--- config.mk ---
export PLATFORM = sky130hd
export DESIGN_NAME = content_length_deframer_core
export DESIGN_NICKNAME = d
export VERILOG_FILES = /design/src/hdl/cld_pkg.sv /design/src/hdl/content_length_deframer_core.sv
export SDC_FILE = /design/constraint.sdc
export NUM_CORES = 1
export LEC_CHECK = 0
export ABC_AREA = 1
export BUFFER_PORTS_ARGS = -buffer_cell sky130_fd_sc_hd__buf_2
export CORE_AREA = 2 2 153 155
export DETAILED_ROUTE_END_ITERATION = 8
export DIE_AREA = 0 0 155 157
export PLACE_DENSITY = 0.7
export RECOVER_POWER = 25
export SYNTH_ARGS = -nofsm -noshare
export SYNTH_HDL_FRONTEND = slang
export SYNTH_SLANG_ARGS = --single-unit
--- constraint.sdc ---
create_clock -name clock -period 9.9 [get_ports clock]
set_input_delay 1.98 -clock clock [delete_from_list [all_inputs] [get_ports clock]]
set_output_delay 1.98 -clock clock [all_outputs]
set_load 0.03 [all_outputs]
--- src/hdl/cld_pkg.sv ---
// Shared constants, codes and helper functions of the content-length deframer.
package cld_pkg;

   // Default parameter values.
   localparam int LINE_CAPACITY_DEF = 256;
   localparam int LENGTH_BITS_DEF   = 31;

   // Header prefix "Content-Length:".
   localparam int PREFIX_LEN = 15;

   // Character codes.
   localparam logic [7:0] CHAR_LF    = 8'h0A;
   localparam logic [7:0] CHAR_CR    = 8'h0D;
   localparam logic [7:0] CHAR_SPACE = 8'h20;
   localparam logic [7:0] CHAR_HT    = 8'h09;
   localparam logic [7:0] CHAR_PLUS  = 8'h2B;
   localparam logic [7:0] CHAR_MINUS = 8'h2D;
   localparam logic [7:0] CHAR_ZERO  = 8'h30;
   localparam logic [7:0] CHAR_NINE  = 8'h39;

   // Input opcodes.
   localparam logic OP_DATA = 1'b0;
   localparam logic OP_END  = 1'b1;

   // Result kinds.
   localparam logic [1:0] KIND_BODY_START = 2'd0;
   localparam logic [1:0] KIND_BODY_BYTE  = 2'd1;
   localparam logic [1:0] KIND_CLEAN_END  = 2'd2;
   localparam logic [1:0] KIND_ERROR      = 2'd3;

   // Error codes.
   localparam logic [1:0] ERR_MALFORMED_LINE = 2'd0;
   localparam logic [1:0] ERR_MISSING_LENGTH = 2'd1;
   localparam logic [1:0] ERR_TRUNCATED_BODY = 2'd2;
   localparam logic [1:0] ERR_NONE           = 2'd3;

   // Progress through the header value.
   typedef enum logic [1:0] {
      VP_SKIP_SPACE = 2'd0,
      VP_SIGN_SEEN  = 2'd1,
      VP_DIGITS     = 2'd2,
      VP_DONE       = 2'd3
   } value_phase_type;

   // What the headers have declared so far.
   typedef enum logic [1:0] {
      DS_NONE     = 2'd0,
      DS_VALID    = 2'd1,
      DS_NEGATIVE = 2'd2
   } declared_status_type;

   // Character of the header prefix at a given position.
   function automatic logic [7:0] prefix_char(input logic [3:0] pos);
      logic [7:0] ch;
      case (pos)
         4'd0:    ch = 8'h43; // C
         4'd1:    ch = 8'h6F; // o
         4'd2:    ch = 8'h6E; // n
         4'd3:    ch = 8'h74; // t
         4'd4:    ch = 8'h65; // e
         4'd5:    ch = 8'h6E; // n
         4'd6:    ch = 8'h74; // t
         4'd7:    ch = 8'h2D; // -
         4'd8:    ch = 8'h4C; // L
         4'd9:    ch = 8'h65; // e
         4'd10:   ch = 8'h6E; // n
         4'd11:   ch = 8'h67; // g
         4'd12:   ch = 8'h74; // t
         4'd13:   ch = 8'h68; // h
         4'd14:   ch = 8'h3A; // :
         default: ch = 8'h00;
      endcase
      return ch;
   endfunction

   // Whitespace as strtol sees it: space, HT, LF, VT, FF, CR.
   function automatic logic is_space(input logic [7:0] ch);
      return (ch == CHAR_SPACE) || ((ch >= CHAR_HT) && (ch <= CHAR_CR));
   endfunction

endpackage

--- src/hdl/content_length_deframer_core.sv ---
// Top level of the content-length deframer: header parsing, body pass-through, output skid.
//
//   channel  dir  tdata (low bit up)                          tuser    tlast
//   req_     in   data_byte[7:0]                              opcode   -
//   rsp_     out  body_byte, body_length, error_code, pad     kind     last
//
// One request beat is taken per clock while req_tready is high; any result is registered.
// The per-beat work is a single registered pass over the parser state.
// Synchronous active-high reset returns the parser to the header phase of a new message.
// Results sit in an output register backed by a skid register, so req_tready is low
// only while both hold a result that the sink has not taken.
module content_length_deframer_core #(
   parameter int LINE_CAPACITY = cld_pkg::LINE_CAPACITY_DEF,
   parameter int LENGTH_BITS   = cld_pkg::LENGTH_BITS_DEF,
   localparam int RSP_DATA_W   = ((LENGTH_BITS + 10 + 7) / 8) * 8
) (
   input  logic                   clock,
   input  logic                   reset,
   input  logic                   req_tvalid,
   output logic                   req_tready,
   input  logic [7:0]             req_tdata,   // data_byte[7:0]
   input  logic                   req_tuser,   // opcode
   output logic                   rsp_tvalid,
   input  logic                   rsp_tready,
   output logic [RSP_DATA_W-1:0]  rsp_tdata,   // body_byte, body_length, error_code, zero pad
   output logic [1:0]             rsp_tuser,   // kind
   output logic                   rsp_tlast    // last
);

   localparam int LINE_W = $clog2(LINE_CAPACITY);
   localparam int PROD_W = LENGTH_BITS + 4;
   localparam logic [LINE_W-1:0] LINE_LIMIT = LINE_W'(LINE_CAPACITY - 1);
   localparam logic [LENGTH_BITS-1:0] LENGTH_MAX = '1;

   // Parser state.
   logic                          in_body_ff, in_body_in;
   logic [LINE_W-1:0]             line_count_ff, line_count_in;
   logic                          first_was_cr_ff, first_was_cr_in;
   logic [3:0]                    prefix_pos_ff, prefix_pos_in;
   logic                          prefix_failed_ff, prefix_failed_in;
   cld_pkg::value_phase_type      value_phase_ff, value_phase_in;
   logic                          value_negative_ff, value_negative_in;
   logic [LENGTH_BITS-1:0]        value_accum_ff, value_accum_in;
   cld_pkg::declared_status_type  decl_status_ff, decl_status_in;
   logic [LENGTH_BITS-1:0]        decl_length_ff, decl_length_in;
   logic [LENGTH_BITS-1:0]        body_remaining_ff, body_remaining_in;

   // Output register and skid register.
   logic                          out_valid_ff, out_valid_in;
   logic [1:0]                    out_kind_ff, out_kind_in;
   logic [7:0]                    out_byte_ff, out_byte_in;
   logic [LENGTH_BITS-1:0]        out_len_ff, out_len_in;
   logic [1:0]                    out_err_ff, out_err_in;
   logic                          out_last_ff, out_last_in;
   logic                          skid_valid_ff, skid_valid_in;
   logic [1:0]                    skid_kind_ff, skid_kind_in;
   logic [7:0]                    skid_byte_ff, skid_byte_in;
   logic [LENGTH_BITS-1:0]        skid_len_ff, skid_len_in;
   logic [1:0]                    skid_err_ff, skid_err_in;
   logic                          skid_last_ff, skid_last_in;

   // Result of the current beat.
   logic                          accept;
   logic                          res_valid;
   logic [1:0]                    res_kind;
   logic [7:0]                    res_byte;
   logic [LENGTH_BITS-1:0]        res_len;
   logic [1:0]                    res_err;
   logic                          res_last;
   logic                          clear_line;
   logic                          clear_message;
   logic                          blank_line;
   logic                          is_digit;
   logic [PROD_W-1:0]             accum_next;
   logic [7:0]                    ch;

   assign accept     = req_tvalid && req_tready;
   assign req_tready = !skid_valid_ff;
   assign ch         = req_tdata;
   assign is_digit   = (ch >= cld_pkg::CHAR_ZERO) && (ch <= cld_pkg::CHAR_NINE);
   assign blank_line = (line_count_ff == '0)
                    || ((line_count_ff == LINE_W'(1)) && first_was_cr_ff);

   // accum * 10 + digit; any bit above the length width means saturation.
   assign accum_next = {1'b0, value_accum_ff, 3'b000} + {3'b000, value_accum_ff, 1'b0}
                     + PROD_W'(ch[3:0]);

   always_comb begin
      in_body_in        = in_body_ff;
      line_count_in     = line_count_ff;
      first_was_cr_in   = first_was_cr_ff;
      prefix_pos_in     = prefix_pos_ff;
      prefix_failed_in  = prefix_failed_ff;
      value_phase_in    = value_phase_ff;
      value_negative_in = value_negative_ff;
      value_accum_in    = value_accum_ff;
      decl_status_in    = decl_status_ff;
      decl_length_in    = decl_length_ff;
      body_remaining_in = body_remaining_ff;
      res_valid         = 1'b0;
      res_kind          = cld_pkg::KIND_BODY_BYTE;
      res_byte          = '0;
      res_len           = '0;
      res_err           = cld_pkg::ERR_NONE;
      res_last          = 1'b0;
      clear_line        = 1'b0;
      clear_message     = 1'b0;

      if (accept) begin
         if (req_tuser == cld_pkg::OP_END) begin
            res_valid     = 1'b1;
            clear_message = 1'b1;
            if (in_body_ff) begin
               res_kind = cld_pkg::KIND_ERROR;
               res_err  = cld_pkg::ERR_TRUNCATED_BODY;
            end else if (line_count_ff != '0) begin
               res_kind = cld_pkg::KIND_ERROR;
               res_err  = cld_pkg::ERR_MALFORMED_LINE;
            end else begin
               res_kind = cld_pkg::KIND_CLEAN_END;
            end
         end else if (in_body_ff) begin
            body_remaining_in = body_remaining_ff - LENGTH_BITS'(1);
            res_valid         = 1'b1;
            res_kind          = cld_pkg::KIND_BODY_BYTE;
            res_byte          = ch;
            res_last          = (body_remaining_ff == LENGTH_BITS'(1));
            clear_message     = res_last;
         end else if (ch == cld_pkg::CHAR_LF) begin
            if (!blank_line) begin
               if (!prefix_failed_ff && (prefix_pos_ff == 4'(cld_pkg::PREFIX_LEN))) begin
                  decl_length_in = value_accum_ff;
                  decl_status_in = (value_negative_ff && (value_accum_ff != '0))
                                 ? cld_pkg::DS_NEGATIVE : cld_pkg::DS_VALID;
               end
               clear_line = 1'b1;
            end else if (decl_status_ff != cld_pkg::DS_VALID) begin
               res_valid     = 1'b1;
               res_kind      = cld_pkg::KIND_ERROR;
               res_err       = cld_pkg::ERR_MISSING_LENGTH;
               clear_message = 1'b1;
            end else if (decl_length_ff == '0) begin
               res_valid     = 1'b1;
               res_kind      = cld_pkg::KIND_BODY_START;
               res_last      = 1'b1;
               clear_message = 1'b1;
            end else begin
               res_valid         = 1'b1;
               res_kind          = cld_pkg::KIND_BODY_START;
               res_len           = decl_length_ff;
               clear_line        = 1'b1;
               in_body_in        = 1'b1;
               body_remaining_in = decl_length_ff;
            end
         end else if (line_count_ff >= LINE_LIMIT) begin
            res_valid     = 1'b1;
            res_kind      = cld_pkg::KIND_ERROR;
            res_err       = cld_pkg::ERR_MALFORMED_LINE;
            clear_message = 1'b1;
         end else begin
            if (line_count_ff == '0) begin
               first_was_cr_in = (ch == cld_pkg::CHAR_CR);
            end
            if (!prefix_failed_ff) begin
               if (prefix_pos_ff < 4'(cld_pkg::PREFIX_LEN)) begin
                  if (ch == cld_pkg::prefix_char(prefix_pos_ff)) begin
                     prefix_pos_in = prefix_pos_ff + 4'd1;
                  end else begin
                     prefix_failed_in = 1'b1;
                  end
               end else if ((value_phase_ff == cld_pkg::VP_SKIP_SPACE)
                            && cld_pkg::is_space(ch)) begin
                  value_phase_in = value_phase_ff;
               end else if ((value_phase_ff == cld_pkg::VP_SKIP_SPACE)
                            && ((ch == cld_pkg::CHAR_PLUS) || (ch == cld_pkg::CHAR_MINUS))) begin
                  value_negative_in = (ch == cld_pkg::CHAR_MINUS);
                  value_phase_in    = cld_pkg::VP_SIGN_SEEN;
               end else if ((value_phase_ff != cld_pkg::VP_DONE) && is_digit) begin
                  if (value_phase_ff != cld_pkg::VP_DIGITS) begin
                     value_accum_in = LENGTH_BITS'(ch[3:0]);
                  end else if (accum_next[PROD_W-1:LENGTH_BITS] != '0) begin
                     value_accum_in = LENGTH_MAX;
                  end else begin
                     value_accum_in = accum_next[LENGTH_BITS-1:0];
                  end
                  value_phase_in = cld_pkg::VP_DIGITS;
               end else begin
                  value_phase_in = cld_pkg::VP_DONE;
               end
            end
            line_count_in = line_count_ff + LINE_W'(1);
         end
      end

      if (clear_line || clear_message) begin
         line_count_in     = '0;
         first_was_cr_in   = 1'b0;
         prefix_pos_in     = '0;
         prefix_failed_in  = 1'b0;
         value_phase_in    = cld_pkg::VP_SKIP_SPACE;
         value_negative_in = 1'b0;
         value_accum_in    = '0;
      end
      if (clear_message) begin
         in_body_in        = 1'b0;
         decl_status_in    = cld_pkg::DS_NONE;
         decl_length_in    = '0;
         body_remaining_in = '0;
      end
   end

   // Output register fed either by the skid register or by the current beat.
   always_comb begin
      out_valid_in  = out_valid_ff;
      out_kind_in   = out_kind_ff;
      out_byte_in   = out_byte_ff;
      out_len_in    = out_len_ff;
      out_err_in    = out_err_ff;
      out_last_in   = out_last_ff;
      skid_valid_in = skid_valid_ff;
      skid_kind_in  = skid_kind_ff;
      skid_byte_in  = skid_byte_ff;
      skid_len_in   = skid_len_ff;
      skid_err_in   = skid_err_ff;
      skid_last_in  = skid_last_ff;
      if (skid_valid_ff) begin
         if (rsp_tready) begin
            out_valid_in  = 1'b1;
            out_kind_in   = skid_kind_ff;
            out_byte_in   = skid_byte_ff;
            out_len_in    = skid_len_ff;
            out_err_in    = skid_err_ff;
            out_last_in   = skid_last_ff;
            skid_valid_in = 1'b0;
         end
      end else if (!out_valid_ff || rsp_tready) begin
         out_valid_in = res_valid;
         out_kind_in  = res_kind;
         out_byte_in  = res_byte;
         out_len_in   = res_len;
         out_err_in   = res_err;
         out_last_in  = res_last;
      end else if (res_valid) begin
         skid_valid_in = 1'b1;
         skid_kind_in  = res_kind;
         skid_byte_in  = res_byte;
         skid_len_in   = res_len;
         skid_err_in   = res_err;
         skid_last_in  = res_last;
      end
   end

   always_ff @(posedge clock) begin
      if (reset) begin
         in_body_ff        <= 1'b0;
         line_count_ff     <= '0;
         first_was_cr_ff   <= 1'b0;
         prefix_pos_ff     <= '0;
         prefix_failed_ff  <= 1'b0;
         value_phase_ff    <= cld_pkg::VP_SKIP_SPACE;
         value_negative_ff <= 1'b0;
         value_accum_ff    <= '0;
         decl_status_ff    <= cld_pkg::DS_NONE;
         decl_length_ff    <= '0;
         body_remaining_ff <= '0;
         out_valid_ff      <= 1'b0;
         skid_valid_ff     <= 1'b0;
      end else begin
         in_body_ff        <= in_body_in;
         line_count_ff     <= line_count_in;
         first_was_cr_ff   <= first_was_cr_in;
         prefix_pos_ff     <= prefix_pos_in;
         prefix_failed_ff  <= prefix_failed_in;
         value_phase_ff    <= value_phase_in;
         value_negative_ff <= value_negative_in;
         value_accum_ff    <= value_accum_in;
         decl_status_ff    <= decl_status_in;
         decl_length_ff    <= decl_length_in;
         body_remaining_ff <= body_remaining_in;
         out_valid_ff      <= out_valid_in;
         skid_valid_ff     <= skid_valid_in;
      end
   end

   always_ff @(posedge clock) begin
      out_kind_ff  <= out_kind_in;
      out_byte_ff  <= out_byte_in;
      out_len_ff   <= out_len_in;
      out_err_ff   <= out_err_in;
      out_last_ff  <= out_last_in;
      skid_kind_ff <= skid_kind_in;
      skid_byte_ff <= skid_byte_in;
      skid_len_ff  <= skid_len_in;
      skid_err_ff  <= skid_err_in;
      skid_last_ff <= skid_last_in;
   end

   always_comb begin
      rsp_tdata = '0;
      rsp_tdata[7:0] = out_byte_ff;
      rsp_tdata[LENGTH_BITS+7:8] = out_len_ff;
      rsp_tdata[LENGTH_BITS+9:LENGTH_BITS+8] = out_err_ff;
   end

   assign rsp_tvalid = out_valid_ff;
   assign rsp_tuser  = out_kind_ff;
   assign rsp_tlast  = out_last_ff;

endmodule

======== Yosys cells after proc, flatten, opt, wreduce, memory -nomap -nowiden ========
Memory sizes are Yosys's and may differ from the RTL's. A register that Yosys moved wholly into a read port is not among the register bits.
Index checks and enable logic that the tools add are counted.
storage, ports and cells
  flip-flop bits (word level) ............. 203
  bits in read-only memories .............. 112
  input port bits ......................... 13
  output and inout bits ................... 53
  word-level logic and storage cells ...... 201
  memories ................................ 1
cells by class
  add/sub/neg operators ................... 5
  order comparisons ....................... 6
  equality and inequality tests ........... 15
  mux-type cells .......................... 101
  bitwise operators ....................... 11
  reductions and logical operators ........ 39
memory list
  name              depth  bits a word  read ports  clocked after memory_dff  wr ports  RTL line       RTL
  (name not given)  16     7            1           1                         0         cld_pkg.sv:55  case (pos)
operators by type and width
  kind                                                   count
  two-way mux 31 bit                                     17
  two-way mux 8 bit                                      13
  two-way mux 2 bit                                      24
  two-way mux 1 bit                                      45
  adder 34 x 32 -> 35 bit                                1
  adder 35 x 4 -> 35 bit                                 1
  equality test 31 x 1 -> 1 bit (second input constant)  1
  zero test 31 bit                                       1
  nonzero test 31 bit                                    1
  subtractor 31 x 1 -> 31 bit (second input constant)    1
  equality test 8 x 6 -> 1 bit (second input constant)   3
  AND reduction 6 bit                                    3
  equality test 8 x 4 -> 1 bit (second input constant)   2
  AND reduction 8 bit                                    2
  inverter 1 bit                                         11
  inequality test 2 bit (second input constant)          5
  AND reduction 10 bit                                   1
  logical AND 1 bit                                      9
  AND reduction 9 bit                                    1
  adder 8 x 1 -> 8 bit (second input constant)           1
  equality test 8 x 1 -> 1 bit (second input constant)   1
  equality test 8 bit                                    1
  >= comparator 8 x 4 -> 1 bit (second input constant)   1
  >= comparator 8 x 6 -> 1 bit (second input constant)   1
  other kinds (19)                                       30

======== Longest topological paths before layout ========
Gate-level depths: netlist (run 1).
  word-level depth ........................ 12
  mapped depth ............................ 21
  mapped depth without buffers ............ 21

======== Worst setup path before layout (run 1) ========
No wires, ideal clock.
  path kind ............................... in2reg
  from .................................... in req_tdata[7]
  to ...................................... reg skid_byte_ff[0], enable pin
  setup time .............................. 0.448 ns
  arrival ................................. 4.576 ns
  required time ........................... 9.452 ns
  setup slack ............................. 4.877 ns
  cell stages on the path ................. 9
  buffers on the path ..................... 0
  cells stage by stage .................... nor2_2 nand2_1 inv_1 nand2_2 nand2_1 nand2_1 a21oi_1 inv_1 nor2_1
between the ends
  cells in the longest elaborated chain, start to end .. 6
ends and longest elaborated chain
  what                           RTL line                             RTL
  start, declared                content_length_deframer_core.sv:21   input logic [7:0] req_tdata,
  equality test 8 x 4 -> 1 bit   content_length_deframer_core.sv:129  end else if (ch == cld_pkg::CHAR_LF) begin
  two-way mux 1 bit              content_length_deframer_core.sv:129
  two-way mux 1 bit              content_length_deframer_core.sv:122  end else if (in_body_ff) begin
  two-way mux 1 bit              content_length_deframer_core.sv:110  if (req_tuser == cld_pkg::OP_END) begin
  two-way mux 1 bit              content_length_deframer_core.sv:109  if (accept) begin
  AND reduction 3 bit (no line)  -
  end signal, assigned           content_length_deframer_core.sv:292  skid_byte_ff <= skid_byte_in;
  end, declared                  content_length_deframer_core.sv:57   logic [7:0] skid_byte_ff, skid_byte_in;
Every way passes these cells.
A chain may end at the register's enable or synchronous reset.

==> results of run 1 <==
sequential cells by signal (all words and copies together) (netlist names), 2 cells and up, named ones only:
signal,cells
body_remaining_ff,31
decl_length_ff,31
decl_status_ff,2
line_count_ff,8
out_byte_ff,8
out_err_ff,2
out_len_ff,31
prefix_pos_ff,4
rsp_tuser,2
skid_byte_ff,8
skid_err_ff,2
skid_kind_ff,2
skid_len_ff,31
value_accum_ff,31
value_phase_ff,2
path summary, 6_finish.rpt:
| check | start | endpoint | depth (start not counted) | slack, ns |
|---|---|---|---|---|
| min reg2reg | decl_length_ff[11] | decl_length_ff[11] | 2 | 0.47 |
| max reg2reg | skid_valid_ff | out_len_ff[8] | 3 | 6.13 |
| max | req_tdata[6] | register | 18 | 5.32 |
| min | decl_length_ff[11] | decl_length_ff[11] | 2 | 0.47 |
Yosys cell counts, types with 3 or more instances:
| cell type | number |
|---|---|
| nand2_1 | 419 |
| nor2_1 | 275 |
| inv_1 | 146 |
| a21oi_1 | 137 |
| dfxtp_1 | 122 |
| edfxtp_1 | 88 |
| o21ai_0 | 76 |
| ha_1 | 71 |
| nand3_1 | 66 |
| clkbuf_1 | 30 |
| xor2_1 | 23 |
| nor3_1 | 22 |
| nand4_1 | 17 |
| or2_2 | 14 |
| a31oi_1 | 13 |
| nor4_1 | 12 |
| a22oi_1 | 10 |
| buf_4 | 9 |
| buf_1 | 8 |
| inv_2 | 8 |
| buf_2 | 7 |
| o21a_1 | 7 |
| nor2_2 | 6 |
| o31ai_1 | 6 |
| a21o_1 | 5 |
| o21bai_1 | 5 |
| xnor2_1 | 5 |
| buf_6 | 4 |
| nand2_4 | 4 |
| nor3b_1 | 4 |
| nand2_2 | 3 |
| nand3b_1 | 3 |
| nor2_4 | 3 |
| o21ai_1 | 3 |
cell type report:
type	instances	area, sq um
Clock buffer	30	591
Sequential cell	210	5080
Tap cell	285	357
Clock inverter	10	86.3
Inverter	156	589
Fill cell	2080	9220
Timing Repair Buffer	66	319
Multi-Input combinational cell	1234	6250
cell usage in the layout, fill, tap and decap left out, types with 6 or more instances in the layout:
cell type	count
dfxtp_1	122
inv_1	146
clkbuf_16	22
nand2_1	422
buf_4	7
nor3_1	22
inv_2	8
nor4_1	12
edfxtp_1	88
nand3_1	66
nor2_1	276
nand4_1	17
a22oi_1	10
o31ai_1	6
xor2_1	23
ha_1	71
or2_2	14
a21oi_1	137
buf_2	36
o21ai_0	76
o21a_1	7
conb_1	7
clkbuf_1	30
a31oi_1	13
cell families (layout without fill, tap and decap cells):
family,count (synthesis),count (layout),share of synthesized area
and+or+nand+nor,850,850,0.289
AOI/OAI and AO/OA,276,276,0.126
buffers and inverters,214,262,0.0721
DFF,210,210,0.416
adders and majority gates,73,73,0.0760
xor gates and xnor gates,28,28,0.0201
other,1,7,0.000307
critical path, cell delays in order:
cell,delay (ns)
clkbuf_1,0.11
nor2_1,0.19
nand2_1,0.14
inv_1,0.10
nand2_1,0.12
nor2_1,0.19
o21ai_1,0.12
nand2_1,0.08
nand2_1,0.08
a21oi_4,0.52
nand2_4,0.51
nor2_4,0.26
inv_1,0.12
ha_1,0.21
nand2_1,0.09
nand2_1,0.06
nand2_1,0.05
nand2_1,0.06
power by group through the flow:
stage                     Combinational, W  Sequential (W)  Clock (W)
after detailed placement         0.0000791        0.000933          0
after floorplan                  0.0000369        0.000954          0
after CTS                        0.0000793        0.000914   0.000798
after global routing             0.0000829        0.000915   0.000826
after global placement           0.0000783        0.000932          0
final                            0.0000764        0.000914   0.000781
metal layers:
layer / vias up / wire, microns / GRT usage
met5: - / 0 / 0
met4: 0 / 530 / 0.0613
met3: 40 / 1310 / 0.0226
met2: 248 / 13300 / 0.407
met1: 4823 / 13800 / 0.327
li1: 5511 / - / -
per-stage QoR:
step	std cells	cell area [sq um]	hold WS (ns)	utilization	power, W
4_1_cts	1991	13300	0.464	0.593	0.00179
2_1_floorplan	1658	12200	0.441	-	0.000991
3_3_place_gp	1951	12700	0.452	0.563	0.00101
5_1_grt	1991	13300	0.484	0.590	0.00182
6_report	1991	13300	0.465	0.590	0.00177
3_5_place_dp	1951	12700	0.456	0.563	0.00101
==> qor.tcl, run 1 <==
set qor(cts-resized-gates) 0
set qor(fp-row-count) 55
set qor(synth_largest_area_cell) {edfxtp_1}
set qor(final.setup_skew_ns) 0.0255
set qor(ys_warn_count) 0
set qor(power.sequential.fraction) 0.516
set qor(hp-class) {register to register}
set qor(timing.critical_path.to_type) {register}
set qor(post_synth_inst_count) 1652
set qor(comb_power_share) 0.043
set qor(chipWidth_microns) 155
set qor(vdd_drop_max_uv) 93.7
set qor(worst_ep_required_time_ns) 10.30
set qor(tritoncts) {done}
set qor(finalWeightedCongestion) 0.947
set qor(nets) 1776
set qor(main_flop_type_after_synthesis) {dfxtp_1}
set qor(p_int_w) 0.00137
set qor(cts_post_setup_buffers_inserted) 0
set qor(die_outline_area_sq_um) 24300
set qor(place.port_buffers) 58
set qor(antenna_cells) 0
set qor(finalHoldViolCount) 0
set qor(cts-root-buf) {clkbuf_16}
set qor(dp_hpwl_microns) 21400
set qor(wire_length_of_the_first_global_routing_pass_microns) 48200
set qor(drt_first_iter_violations) 659
set qor(top_level_ports) 66
set qor(number_of_different_library_cells_in_the_post_synthesis_netlist) 49
set qor(drt-wirelength-per-cell_microns) 14.6
set qor(worst_slew_margin_relative_to_its_limit) -0.321
set qor(globalRouteOverflowTotal) 0
set qor(register_area_share_after_synthesis) 0.416
set qor(period_needed_ns) 4.58
set qor(placeable_core_region_sq_um) 22500
set qor(clock_power_share) 0.441
set qor(layout-drive-gt1-share) 0.0674
set qor(fin_crit_sh) 0.462
set qor(power.static_leakage_nw) 5.87
set qor(run_status) {complete, but fails checks}
set qor(switching_share_of_power) 0.226
set qor(setup_viol) 0
set qor(post_cts_hold_buffer_count) 0
set qor(failed_checks) {max-capacitance violations, max-slew violations}
set qor(max-cap-violations) 2
set qor(worstSetupStartpointType) {primary input}
set qor(timing.fmax_ghz) 0.218
set qor(post_synth_instance_area_sq_um) 12200
set qor(htree_num_levels) 1
set qor(dpl_ws_ns) 4.96
set qor(drc_errors) 0
set qor(detailroute.via_count) 10622
set qor(grt_usage) 0.238
set qor(cts_made_buffers) 22
set qor(synth-edff-count) 88
set qor(grt_start_max_net_pins) 53
set qor(worstSetupPathType) {primary input to register}
set qor(postSynthAreaPerCell_sq_um) 7.39
set qor(clk_slew_on_worst_s_h_paths_ns) 0.06
set qor(antenna_violating_nets_post_route) 0
set qor(maxSlewViolCount) 48
set qor(setup_repair_after_global_routing_missed_its_margin) {no}
set qor(clock_path_buffers) 3
set qor(initial_antenna_violation_count) 0
set qor(arrival_time_reported_for_the_critical_path_endpoint_ns) 4.98
set qor(first_pass_iters) 7
set qor(synth_seq_cells) 210
set qor(synthTopCellsByArea) {edfxtp_1 (22%), dfxtp_1 (20%), nand2_1 (13%)}
set qor(via_per_inst) 5.34
set qor(setup-tns-final_ns) 0
set qor(async_flop_share) 0
set qor(worstSkewPairLatency_ns) 0.51
set qor(initial_core_util) 0.543
set qor(tightest_slew_ns) 1.96
set qor(fp.dieH_microns) 157
set qor(grt_pass1_vias) 10069
set qor(power.density_nw_per_um2) 133
set qor(cts_sinks) 210
set qor(p_switching_w) 0.000399
set qor(wl_final_microns) 29000
set qor(synthDominantCellAreaShare) 0.216
set qor(postLayoutSetupSlackWorst_ns) 5.32
set qor(critPathMaxFanout) 44
set qor(areaGrowthSynthToFinish_pct) 8.75
(Power assumes the default switching activity.)
==> run 2, diff against run 1 <==
==> constraint.sdc (replaced) <==
create_clock -name clock -period 4.7 [get_ports clock]
set_input_delay 0.94 -clock clock [delete_from_list [all_inputs] [get_ports clock]]
set_output_delay 0.94 -clock clock [all_outputs]
set_load 0.03 [all_outputs]
==> qor.tcl, run 2 (synthesis results as in run 1) <==
set qor(run_status) {complete, but fails checks}
set qor(failed_checks) {max-capacitance violations, max-slew violations}
set qor(fin_crit_sh) 0.721
set qor(p_switching_w) 0.000857
set qor(worst_slew_margin_relative_to_its_limit) -0.367
set qor(grt_usage) 0.242
set qor(layout_common_cells) {nand2_1 (420), nor2_1 (275), inv_1 (146)}
set qor(final_common_cell) {nand2_1}
set qor(hp-class) {register to register}
set qor(antenna_violating_nets_post_route) 0
set qor(placeable_core_region_sq_um) 22500
set qor(cts-root-buf) {clkbuf_16}
set qor(clk_slew_on_worst_s_h_paths_ns) 0.06
set qor(initial_core_util) 0.543
set qor(clock_power_share) 0.462
set qor(globalRouteOverflowTotal) 0
set qor(wire_length_of_the_first_global_routing_pass_microns) 48900
set qor(chipWidth_microns) 155
set qor(wl_final_microns) 29000
set qor(tightest_slew_ns) 2.03
set qor(drc_errors) 0
set qor(via_per_inst) 5.36
set qor(clock_path_buffers) 3
set qor(initial_antenna_violation_count) 0
set qor(setup-tns-final_ns) 0
set qor(power.sequential.fraction) 0.496
set qor(arrival_time_reported_for_the_critical_path_endpoint_ns) 3.53
set qor(worstSetupStartpointType) {register}
set qor(detailroute.via_count) 10697
set qor(postLayoutSetupSlackWorst_ns) 1.31
set qor(cts_sinks) 210
set qor(seqCellArea_sq_um) 5080
set qor(worst_ep_required_time_ns) 4.84
set qor(top_level_ports) 66
set qor(max-cap-violations) 1
set qor(final.setup_skew_ns) 0.0110
set qor(fp.dieH_microns) 157
set qor(p_int_w) 0.00303
set qor(multi_input_area_sq_um) 6270
set qor(layout-drive-gt1-share) 0.0620
set qor(drt-wirelength-per-cell_microns) 14.5
set qor(finalHoldViolCount) 0
set qor(period_needed_ns) 3.39
set qor(finalWeightedCongestion) 0.937
set qor(timing.fmax_ghz) 0.295
set qor(dp_hpwl_microns) 21500
set qor(fp-row-count) 55
set qor(critPathMaxFanout) 44
set qor(cts_made_buffers) 22
set qor(setup_repair_after_global_routing_missed_its_margin) {no}
set qor(antenna_cells) 0
set qor(tritoncts) {done}
set qor(layout.filler_cells) 2112
set qor(power.static_leakage_nw) 5.83
set qor(nets) 1781
set qor(dpl_ws_ns) 0.873
set qor(place.port_buffers) 58
set qor(htree_num_levels) 1
set qor(power.density_nw_per_um2) 290
set qor(cts-resized-gates) 0
set qor(comb_power_share) 0.042
set qor(worstSetupPathType) {register to register}
set qor(areaGrowthSynthToFinish_pct) 9.61
set qor(reg2reg_setup_slack_ns) 1.31
set qor(die_outline_area_sq_um) 24300
set qor(timing.critical_path.to_type) {register}
set qor(maxSlewViolCount) 16
set qor(first_pass_iters) 6
set qor(worstSkewPairLatency_ns) 0.51
set qor(drt_first_iter_violations) 685
set qor(post_cts_hold_buffer_count) 0
set qor(vdd_drop_max_uv) 264
set qor(switching_share_of_power) 0.221
set qor(grt_start_max_net_pins) 53
set qor(setup_viol) 0
set qor(grt_pass1_vias) 10218
set qor(cts_post_setup_buffers_inserted) 0
-- run 2: changes by cell type in the layout (fill, tap and decap cells not counted), moves of 2 or more --
cell       change
buf_2         -21
buf_4          +5
bufinv_16      +2
clkbuf_1      +18
clkinv_2       -2
nand2_1        -2
nand2_4        +2
-- run 2: worst max-delay path: stages (launching register included) --
cell and delay, ns:
dfxtp_1 0.33, buf_4 0.27, o21ai_0 1.58, clkbuf_2 0.80
-- run 2: path summary, 6_finish.rpt --
check	from	endpoint	cells past startpoint
worst max register to register	skid_valid_ff	out_len_ff[7]	3
worst min-delay path	decl_length_ff[10]	decl_length_ff[10]	2
worst max-delay path	skid_valid_ff	out_len_ff[7]	3
worst min register to register	decl_length_ff[10]	decl_length_ff[10]	2
-- run 2: layer usage --
layer  vias to the layer above  share of wire  GRT usage
met2                       245           0.46      0.412
met1                      4887           0.47      0.331
li1                       5520              -          -
met3                        45          0.045     0.0259
met4                         0          0.020     0.0604
met5                         -              0          0
-- run 2: power by group through the flow --
stage	combinational, W	clock (W)	sequential [W]
final	0.000163	0.00179	0.00193
after global routing	0.000177	0.00189	0.00193
after CTS	0.000170	0.00182	0.00193
after detailed placement	0.000169	0	0.00197
after global placement	0.000168	0	0.00196
after floorplan	0.0000778	0	0.00201
-- run 2: metrics by stage --
step	hold slack (ns)	cells	area (sq um)	utilization	total power [W]
floorplan	0.441	1658	12200	-	0.00209
global placement	0.453	1956	12700	0.565	0.00213
detailed placement	0.455	1956	12700	0.565	0.00213
CTS	0.465	1996	13500	0.598	0.00392
global route	0.496	1996	13400	0.595	0.00399
finish	0.469	1996	13400	0.595	0.00388
-- run 2: cell type report --
class | count | area share
clock buffers | 29 | 0.0450
clock inverters | 11 | 0.0111
inverters | 156 | 0.0441
multi-input cells | 1234 | 0.469
flip-flops and latches | 210 | 0.380
well taps | 285 | 0.0266
repair buffers | 71 | 0.0248
==> run 3, diff against run 2 <==
--- a/config.mk
+++ b/config.mk
@@ -10,7 +10,7 @@
 export CORE_AREA = 2 2 153 155
 export DETAILED_ROUTE_END_ITERATION = 8
 export DIE_AREA = 0 0 155 157
-export PLACE_DENSITY = 0.7
+export PLACE_DENSITY = 0.73
 export RECOVER_POWER = 25
 export SYNTH_ARGS = -nofsm -noshare
 export SYNTH_HDL_FRONTEND = slang
==> constraint.sdc (replaced) <==
create_clock -name clock -period 2.9 [get_ports clock]
set_input_delay 0.58 -clock clock [delete_from_list [all_inputs] [get_ports clock]]
set_output_delay 0.58 -clock clock [all_outputs]
set_load 0.03 [all_outputs]
==> qor.tcl, run 3 (synthesis results as in run 1) <==
set qor(tritoncts) {done}
set qor(initial_antenna_violation_count) 0
set qor(hp-class) {primary input to register}
set qor(wire_length_of_the_first_global_routing_pass_microns) 50600
set qor(final.setup_skew_ns) 0.0157
set qor(finalHoldViolCount) 0
set qor(place_inst) 2005
set qor(arrival_time_reported_for_the_critical_path_endpoint_ns) 3.07
set qor(seqCellArea_sq_um) 5120
set qor(dr_wl_met2_microns) 14200
set qor(met3WireLength_microns) 1490
set qor(met1_length_microns) 14400
set qor(first_pass_iters) 5
set qor(layout.filler_cells) 2053
set qor(setup_viol) 0
set qor(htree_num_levels) 1
set qor(placeable_core_region_sq_um) 22500
set qor(maxSlewViolCount) 0
set qor(worst_ep_required_time_ns) 3.27
set qor(worstSkewPairLatency_ns) 0.50
set qor(period_needed_ns) 2.70
set qor(grt_start_max_net_pins) 50
set qor(via_per_inst) 5.38
set qor(critPathMaxFanout) 11
set qor(tightest_slew_ns) 0.922
set qor(detailed_place.area_sq_um) 13100
set qor(layout-drive-gt1-share) 0.118
set qor(clk_slew_on_worst_s_h_paths_ns) 0.06
set qor(finalWeightedCongestion) 0.939
set qor(vdd_drop_max_uv) 287
set qor(dp_hpwl_microns) 22800
set qor(drc_errors) 0
set qor(worstSetupStartpointType) {register}
set qor(nets) 1835
set qor(antenna_cells) 0
set qor(worstSetupPathType) {register to register}
set qor(power.density_nw_per_um2) 446
set qor(antenna_violating_nets_post_route) 0
set qor(initial_core_util) 0.543
set qor(grt_usage) 0.251
set qor(die_outline_area_sq_um) 24300
set qor(clock_path_buffers) 3
set qor(power.static_leakage_nw) 6.10
set qor(max-cap-violations) 0
set qor(top_level_ports) 66
set qor(areaGrowthSynthToFinish_pct) 14.8
set qor(wl_final_microns) 30900
set qor(worst_slew_margin_relative_to_its_limit) 0.385
set qor(place.port_buffers) 58
set qor(fp.dieH_microns) 157
set qor(cts_made_buffers) 23
set qor(post-route-util) 0.623
set qor(timing.critical_path.to_type) {register}
set qor(whs_ns) 0.313
set qor(multi_input_area_sq_um) 6440
set qor(drt_first_iter_violations) 750
set qor(globalRouteOverflowTotal) 0
set qor(setup-tns-final_ns) 0
set qor(final_common_cell) {nand2_1}
set qor(detailroute.via_count) 11031
set qor(run_status) {completed}
set qor(fp-row-count) 55
set qor(fin_crit_sh) 0.930
set qor(grt_pass1_vias) 10380
set qor(timing.fmax_ghz) 0.371
set qor(cts-root-buf) {clkbuf_16}
set qor(layout_common_cells) {nand2_1 (416), nor2_1 (270), inv_1 (146)}
set qor(top_signal_layer_used) {met4}
set qor(cts_sinks) 210
set qor(chipWidth_microns) 155
set qor(finalInstanceArea_sq_um) 14000
set qor(post_cts_hold_buffer_count) 0
set qor(drt-wirelength-per-cell_microns) 15.1
set qor(stdcell_count) 2049
-- run 3: worst paths after layout --
check                     startpoint                  to  slack (ns)  cells after the start
setup / recovery   value_accum_ff[0]  value_accum_ff[11]        0.20                     19
hold / removal                 reset          rsp_tvalid        0.31                      2
setup reg to reg   value_accum_ff[0]  value_accum_ff[11]        0.20                     19
hold reg to reg   decl_length_ff[10]  decl_length_ff[10]        0.46                      2
-- run 3: repair_timing --
item	4_1_cts	5_1_grt
resized for setup	0	60
setup endpoints to repair	0	30
buffers inserted	0	3
-- run 3: final cells by class --
cell class,count,area share
repair buffers,124,0.0565
multi-input cells,1234,0.460
inverters,156,0.0419
clock inverters,10,0.00794
well taps,285,0.0254
flip-flops and latches,210,0.365
clock buffers,30,0.0436
-- run 3: critical path: stages, from the launching register on --
cell	delay, ns
dfxtp_2	0.33
buf_4	0.15
ha_2	0.18
ha_4	0.17
fa_2	0.40
nand3_2	0.07
nand2_2	0.08
nand3_1	0.08
nand2_1	0.07
nand2_1	0.07
nand2_1	0.07
nand2_1	0.09
nand2_1	0.05
nand2_1	0.06
nand2_1	0.05
nor2_2	0.14
nand2_2	0.11
nand2_4	0.13
clkbuf_16	0.18
a21oi_1	0.08
-- run 3: metal layers --
layer,up-vias,global-route usage
met4,0,0.0767
met5,-,0
met3,57,0.0292
li1,5627,-
met2,281,0.416
met1,5066,0.348
-- run 3: metrics by stage --
stage | power [W] | worst slack [ns]
after floorplan | 0.00338 | 0.0318
after global placement | 0.00347 | -0.252
after detailed placement | 0.00348 | -0.304
after CTS | 0.00631 | 0.0773
after global routing | 0.00644 | -0.00449
final | 0.00625 | 0.202
-- run 3: report_power, final --
group | internal (W) | leakage (nW) | switching, W
clock network | 0.00167 | 0.350 | 0.00118
registers | 0.00311 | 1.84 | 0.0000131
logic | 0.0000644 | 3.91 | 0.000219
